$ cat src/design/cacm_pkg.sv
// ----------------------------------------------------------------------------
// cacm_pkg
// Types, widths and constants of the composite colour model pipeline.
// ----------------------------------------------------------------------------
package cacm_pkg;

    // Table geometry and sample precision
    localparam int TRANSITION_ENTRIES = 512;
    localparam int SAMPLE_BITS        = 16;
    localparam int BANK_DEPTH         = (TRANSITION_ENTRIES + 3) / 4;
    localparam int BANK_AW            = $clog2(BANK_DEPTH);

    // Register stages from input transfer to output register
    localparam int PIPE_STAGES = 11;

    // Fixed field widths
    localparam int IDX_W     = 9;
    localparam int VAL_W     = 16;
    localparam int CAP_W     = 16;
    localparam int OUT_W     = 16;
    localparam int ERR_W     = 36;
    localparam int CFG_W     = 16;
    localparam int CFG_IDX_W = 3;

    // Datapath widths
    localparam int S_W    = SAMPLE_BITS + 1;
    localparam int SUM_W  = SAMPLE_BITS + 3;
    localparam int DIFF_W = SAMPLE_BITS + 2;
    localparam int YM_W   = SUM_W + CFG_W;
    localparam int Y_W    = YM_W + 2;
    localparam int PR_W   = DIFF_W + CFG_W;
    localparam int CH_W   = PR_W + 4;
    localparam int K_W    = 16;
    localparam int PY_W   = Y_W + K_W;
    localparam int PA_W   = CH_W + K_W;
    localparam int N_W    = PA_W + 2;
    localparam int M_W    = N_W + 7;
    localparam int SCALE  = SAMPLE_BITS + 16;
    localparam int Q_W    = M_W - SCALE;
    localparam int BRIGHT_SH = SAMPLE_BITS + 2;

    // Rounding and divide by 125 through a reciprocal
    localparam int RND_MUL  = 51;
    localparam logic signed [M_W-1:0] ROUND_BIAS = M_W'(125) << (SCALE - 1);
    localparam int SAT_LIM  = 125 * 32768;
    localparam logic signed [Q_W-1:0] Q_LIM = Q_W'(SAT_LIM);
    localparam int X_W      = $clog2(2 * SAT_LIM);
    localparam int XL_W     = 11;
    localparam int XH_W     = X_W - XL_W;
    localparam int RECIP_SH = 30;
    localparam int C_W      = 24;
    localparam logic [C_W-1:0] C_REC = C_W'((2 ** RECIP_SH + 124) / 125);
    localparam int P_W      = X_W + C_W;
    localparam int QUO_W    = P_W - RECIP_SH;
    localparam logic [QUO_W-1:0] OUT_OFS = QUO_W'(1) << (OUT_W - 1);
    localparam logic signed [OUT_W-1:0] OUT_MAX = 16'sh7fff;
    localparam logic signed [OUT_W-1:0] OUT_MIN = 16'sh8000;
    localparam int SQ_W     = 2 * (OUT_W + 1);

    // YIQ to RGB coefficients in units of 1/10000
    localparam logic signed [K_W-1:0] KY   = 16'sd10000;
    localparam logic signed [K_W-1:0] KA_R = 16'sd9563;
    localparam logic signed [K_W-1:0] KB_R = 16'sd6210;
    localparam logic signed [K_W-1:0] KA_G = -16'sd2721;
    localparam logic signed [K_W-1:0] KB_G = -16'sd6474;
    localparam logic signed [K_W-1:0] KA_B = -16'sd11069;
    localparam logic signed [K_W-1:0] KB_B = 16'sd17046;

    // Item kinds
    localparam logic [1:0] KIND_EVAL  = 2'd0;
    localparam logic [1:0] KIND_TRANS = 2'd1;
    localparam logic [1:0] KIND_INT   = 2'd2;

    // Register indexes
    localparam logic [CFG_IDX_W-1:0] CFG_CONTRAST  = 3'd0;
    localparam logic [CFG_IDX_W-1:0] CFG_BRIGHT    = 3'd1;
    localparam logic [CFG_IDX_W-1:0] CFG_CHROMA_RE = 3'd2;
    localparam logic [CFG_IDX_W-1:0] CFG_CHROMA_IM = 3'd3;
    localparam logic [CFG_W-1:0]     CONTRAST_RESET = 16'd16384;

    typedef logic [SAMPLE_BITS-1:0]      t_sample;
    typedef logic [3:0][SAMPLE_BITS-1:0] t_quad;

    typedef struct packed {
        logic [1:0]              kind;
        logic [3:0]              foreground;
        logic [3:0]              background;
        logic [3:0]              pattern;
        logic [IDX_W-1:0]        table_index;
        logic [VAL_W-1:0]        table_value;
        logic signed [CAP_W-1:0] captured_red;
        logic signed [CAP_W-1:0] captured_green;
        logic signed [CAP_W-1:0] captured_blue;
    } t_in_item;

    typedef struct packed {
        logic signed [OUT_W-1:0] red;
        logic signed [OUT_W-1:0] green;
        logic signed [OUT_W-1:0] blue;
        logic [ERR_W-1:0]        squared_error;
    } t_out_item;

    typedef struct packed {
        logic [CFG_W-1:0]        contrast_gain;
        logic signed [CFG_W-1:0] brightness_offset;
        logic signed [CFG_W-1:0] chroma_mult_real;
        logic signed [CFG_W-1:0] chroma_mult_imag;
    } t_cfg;

    typedef struct packed {
        logic             trans_we;
        logic             int_we;
        logic [IDX_W-1:0] index;
        t_sample          value;
    } t_tbl_wr;

    typedef struct packed {
        logic signed [CAP_W-1:0] red;
        logic signed [CAP_W-1:0] green;
        logic signed [CAP_W-1:0] blue;
    } t_cap;

endpackage

$ cat src/design/cacm_mix.sv
// ----------------------------------------------------------------------------
// cacm_mix
// Phase sums, contrast and brightness for luma, and the complex chroma
// multiply. Three register stages.
// ----------------------------------------------------------------------------
module cacm_mix (
    input  logic                                i_clk,
    input  logic [2:0]                          i_en,
    input  cacm_pkg::t_quad                     i_trans,
    input  cacm_pkg::t_quad                     i_inten,
    input  logic [3:0]                          i_ok,
    input  cacm_pkg::t_cfg                      i_cfg,
    output logic signed [cacm_pkg::Y_W-1:0]     o_y,
    output logic signed [cacm_pkg::CH_W-1:0]    o_ix,
    output logic signed [cacm_pkg::CH_W-1:0]    o_iq
);

    logic [cacm_pkg::S_W-1:0]            s [4];
    logic [cacm_pkg::SUM_W-1:0]          n_sum4, r_sum4;
    logic signed [cacm_pkg::DIFF_W-1:0]  n_dx, r_dx, n_dy, r_dy;
    logic [cacm_pkg::YM_W-1:0]           n_ym, r_ym;
    logic signed [cacm_pkg::PR_W-1:0]    n_prr, r_prr, n_pii, r_pii;
    logic signed [cacm_pkg::PR_W-1:0]    n_pri, r_pri, n_pir, r_pir;
    logic signed [cacm_pkg::Y_W-1:0]     n_y, r_y;
    logic signed [cacm_pkg::CH_W-1:0]    n_ix, r_ix, n_iq, r_iq;

    // Phase samples, their sum and the two quadrature differences
    always_comb begin
        for (int p = 0; p < 4; p++) begin
            s[p] = (i_ok[p] ? cacm_pkg::S_W'(i_trans[p]) : '0)
                 + cacm_pkg::S_W'(i_inten[p]);
        end
        n_sum4 = cacm_pkg::SUM_W'(s[0]) + cacm_pkg::SUM_W'(s[1])
               + cacm_pkg::SUM_W'(s[2]) + cacm_pkg::SUM_W'(s[3]);
        n_dx = $signed(cacm_pkg::DIFF_W'(s[0])) - $signed(cacm_pkg::DIFF_W'(s[2]));
        n_dy = $signed(cacm_pkg::DIFF_W'(s[1])) - $signed(cacm_pkg::DIFF_W'(s[3]));
    end

    // Contrast and the four chroma partial products
    always_comb begin
        n_ym  = cacm_pkg::YM_W'(r_sum4) * cacm_pkg::YM_W'(i_cfg.contrast_gain);
        n_prr = cacm_pkg::PR_W'(r_dx) * cacm_pkg::PR_W'($signed(i_cfg.chroma_mult_real));
        n_pii = cacm_pkg::PR_W'(r_dy) * cacm_pkg::PR_W'($signed(i_cfg.chroma_mult_imag));
        n_pri = cacm_pkg::PR_W'(r_dx) * cacm_pkg::PR_W'($signed(i_cfg.chroma_mult_imag));
        n_pir = cacm_pkg::PR_W'(r_dy) * cacm_pkg::PR_W'($signed(i_cfg.chroma_mult_real));
    end

    // Brightness and the rotated chroma pair
    always_comb begin
        n_y  = cacm_pkg::Y_W'($signed({1'b0, r_ym}))
             + (cacm_pkg::Y_W'($signed(i_cfg.brightness_offset)) <<< cacm_pkg::BRIGHT_SH);
        n_ix = (cacm_pkg::CH_W'(r_prr) - cacm_pkg::CH_W'(r_pii)) <<< 3;
        n_iq = (cacm_pkg::CH_W'(r_pri) + cacm_pkg::CH_W'(r_pir)) <<< 3;
    end

    always_ff @(posedge i_clk) begin
        if (i_en[0]) begin
            r_sum4 <= n_sum4;
            r_dx   <= n_dx;
            r_dy   <= n_dy;
        end
        if (i_en[1]) begin
            r_ym  <= n_ym;
            r_prr <= n_prr;
            r_pii <= n_pii;
            r_pri <= n_pri;
            r_pir <= n_pir;
        end
        if (i_en[2]) begin
            r_y  <= n_y;
            r_ix <= n_ix;
            r_iq <= n_iq;
        end
    end

    assign o_y  = r_y;
    assign o_ix = r_ix;
    assign o_iq = r_iq;

endmodule

$ cat config.mk
export PLATFORM = sky130hd
export DESIGN_NAME = cacm_mix
export DESIGN_NICKNAME = d
export VERILOG_FILES = /design/src/design/cacm_pkg.sv /design/src/design/cacm_mix.sv
export SDC_FILE = /design/constraint.sdc
export NUM_CORES = 2
export LEC_CHECK = 0
export BUFFER_PORTS_ARGS = -buffer_cell sky130_fd_sc_hd__buf_2
export CAP_MARGIN = 40
export CORE_MARGIN = 2
export CORE_UTILIZATION = 55
export DETAILED_ROUTE_END_ITERATION = 10
export GPL_TIMING_DRIVEN = 0
export PLACE_DENSITY = 0.86
export SYNTH_ARGS = -nofsm -noshare
export SYNTH_HDL_FRONTEND = slang
export SYNTH_SLANG_ARGS = --single-unit
$ cat constraint.sdc
create_clock -name i_clk -period 7.87 [get_ports i_clk]
set_input_delay 1.1805 -clock i_clk [delete_from_list [all_inputs] [get_ports i_clk]]
set_output_delay 1.1805 -clock i_clk [all_outputs]
set_load 0.02 [all_outputs]
==> summary.md <==
| Metric | Value |
|---|---|
| Outcome | `complete, but fails checks` |
| Failing checks | `DRC` |
| Req. time, crit path | `8180 ps` |
| WL final | `about 230000 um` |
| Antenna violations before repair | `27` |
| Vias in the first global route | `59100` |
| Max Cap Violations | `0` |
| Starting density of the core | `0.552` |
| Synth cell types | `79` |
| Finish-stage setup viols | `0` |
| Final core occ | `0.599` |
| Post-Syn Area | `73400 um^2` |
| First drt pass iteration count | `10` |
| Clk_lat worst skew | `650 ps` |
| Vias/cell | `5.68` |
| HP Class | `flip-flop to flip-flop` |
| Fillers | `about 11000` |
| Port-buffer cells | `278` |
| Die ar. | `around 140000 um^2` |
| FF+latch area | `10000 um^2` |
| Slew HR | `0.359` |
| Clk_skew | `roughly 57 ps` |
| Startpoint type of the worst setup path | `flip-flop` |
| Drt drc | `1` |
| Via count | `56300` |
| Die span in y | `369 um` |
| Ys async rst share | `0` |
| Largest net degree at the start of global routing | `120` |
| Top Ports | `313` |
| Avg Inst Size Synth | `9.55 um^2` |
| Final Wtd Congestion | `1.01` |
| H-tree depth | `2` |
| First-pass GRT wire length | `354000 um` |
| Worst-path clk slew | `60 ps` |
| Area post-placement | `slightly below 80000 um^2` |
| Area Overhead vs Synth | `8.62%` |
| Most common cell after layout, fill and taps aside | `inv_1` |
| Final antenna-violating net count | `0` |
| Critical Path AT | `8140 ps` |
| Fin area | `79700 um^2` |
| Mapped Cells | `7684` |
| Die Width | `369 um` |
| CTS Buf Count | `39` |
| Crit path kind | `flip-flop to flip-flop` |
| Worst Tran Pin Value | `961 ps` |
| Hold Slack | `421 ps` |
| Final setup TNS | `0 ps` |
| #FFs+latches synth | `333` |
| Synth Flop Type | `edfxtp_1` |
| Root buffer cell | `clkbuf_16` |
| Core ar. | `between 100000 and 150000 um^2` |
| Number of synthesized flops with an enable pin | `333` |
| Site Rows | `134` |
| Final min period | `7830 ps` |
| Unrepaired setup endpoints after global routing | `true` |
| Dpl hpwl | `198000 um` |
| Overall Global Routing Usage | `0.349` |
| FMAX | `128 MHz` |
| Final Hold Fails | `0` |
| CTS tree | `done` |
| CTS Buffer Depth | `3` |
| Layout cells sized above 1 | `0.0719` |
| Warnings, synthesis | `0` |
| Total grt overflow | `0` |
| Multi-input logic area | `about 56000 um^2` |
| Average wire per standard cell | `23.5 um` |
| Crit share post-route | `0.995` |
| Commonest non-fill, non-tap cells in the layout | `inv_1, fa_1, nand2_1` |
| Iter 0 DRT Violations | `5204` |
| Crit end category | `flip-flop` |
| Post-synthesis sequential area ratio | `0.136` |
| Layout Nets | `around 10000` |
| Final count of pins violating max slew | `0` |
| TritonCTS Sinks | `333` |
| Worst-path fanout max | `8` |
## state kept, by name (all words and copies together), names as in the netlist
name,count
r_pri,34
r_dx,18
r_pii,34
r_pir,34
r_dy,18
o_y,37
r_ym,35
r_sum4,19
o_iq,35
r_prr,34
o_ix,35
## Yosys cell counts (all sizes together), types with 11 or more instances
library cell	instances	area share
a211o	11	0.0013
a211oi	30	0.0031
a21boi	15	0.0015
a21o	117	0.012
a21oi	217	0.015
a31oi	24	0.0021
and2	766	0.065
and3	28	0.0024
buf	17	0.0012
clkbuf	266	0.014
edfxtp	333	0.14
fa	1439	0.39
ha	653	0.11
inv	1725	0.088
nand2	810	0.041
nand2b	61	0.0052
nand3	59	0.0040
nand4	16	0.0014
nor2	214	0.011
nor2b	47	0.0040
nor3	63	0.0043
o211ai	12	0.0012
o21a	42	0.0043
o21ai	142	0.0097
o21bai	39	0.0040
o311ai	12	0.0014
o31ai	14	0.0014
or3	19	0.0016
xnor2	261	0.031
xor2	86	0.010
## layer usage
layer / vias up / wire [um] / GRT usage
met3: 624 / 25600 / 0.0868
met4: 10 / 14000 / 0.163
li1: 24400 / - / -
met5: - / 69 / 0
met1: 28300 / 89300 / 0.459
met2: 2915 / 104000 / 0.544
## final timing paths
check | cells after the start | to | slack (ps) | start
worst max-delay path | 20 | r_pir[32] | 40 | r_dy[9]
worst min-delay path | 0 | o_y[13] | 420 | r_ym[13]
worst max register to register | 20 | r_pir[32] | 40 | r_dy[9]
worst min register to register | 0 | o_y[13] | 420 | r_ym[13]
## critical path, stage by stage (launching register included)
cell and delay [ps]:
edfxtp_1 630, clkbuf_1 540, buf_8 240, nand2_1 90, fa_1 510, fa_1 600, fa_1 460, fa_1 540
inv_1 50, fa_1 490, fa_1 430, ha_1 360, a21oi_1 180, o221ai_1 150, a21oi_2 290, a21bo_2 320
a211o_1 380, a311oi_4 420, o21a_1 360, nor4b_1 110, a311o_1 370
## cell type report
class | instances | share of cell area
plain buffers | 277 | 0.0152
inverters | 1725 | 0.0813
clock buffers | 44 | 0.0125
clock inverters | 24 | 0.00242
repair buffers | 373 | 0.0332
well taps | 1768 | 0.0278
flip-flops and latches | 333 | 0.125
multi-input cells | 5348 | 0.702
diodes | 20 | 0.000628
## cell families after synthesis
logic type                 synth area share
and+or+nand+nor                       0.146
DFF                                   0.136
buffers and inverters                 0.103
other                             0.0000511
AOI/OAI and AO/OA                    0.0692
adders and majority gates             0.504
muxes                              0.000273
xor gates and xnor gates             0.0414
## repair_timing
item	4_1_cts	5_1_grt
hold endpoints to repair	0	0
setup buffers	3	9
setup endpoints to repair	22	27
hold buffers	0	0
pin swaps	0	1
gates resized for setup	52	146
## metrics by stage
stage          worst slack (ps)  instances
3_3_place_gp              -1520       9735
3_5_place_dp              -1130       9817
4_1_cts                  0.0293       9885
5_1_grt                   -34.4       9898
6_report                   38.8       9912
2_1_floorplan               432       7689
Power is left out: the tool's default activity adds up to more than one toggle a clock period on the data nets, which glitch-free logic cannot reach.
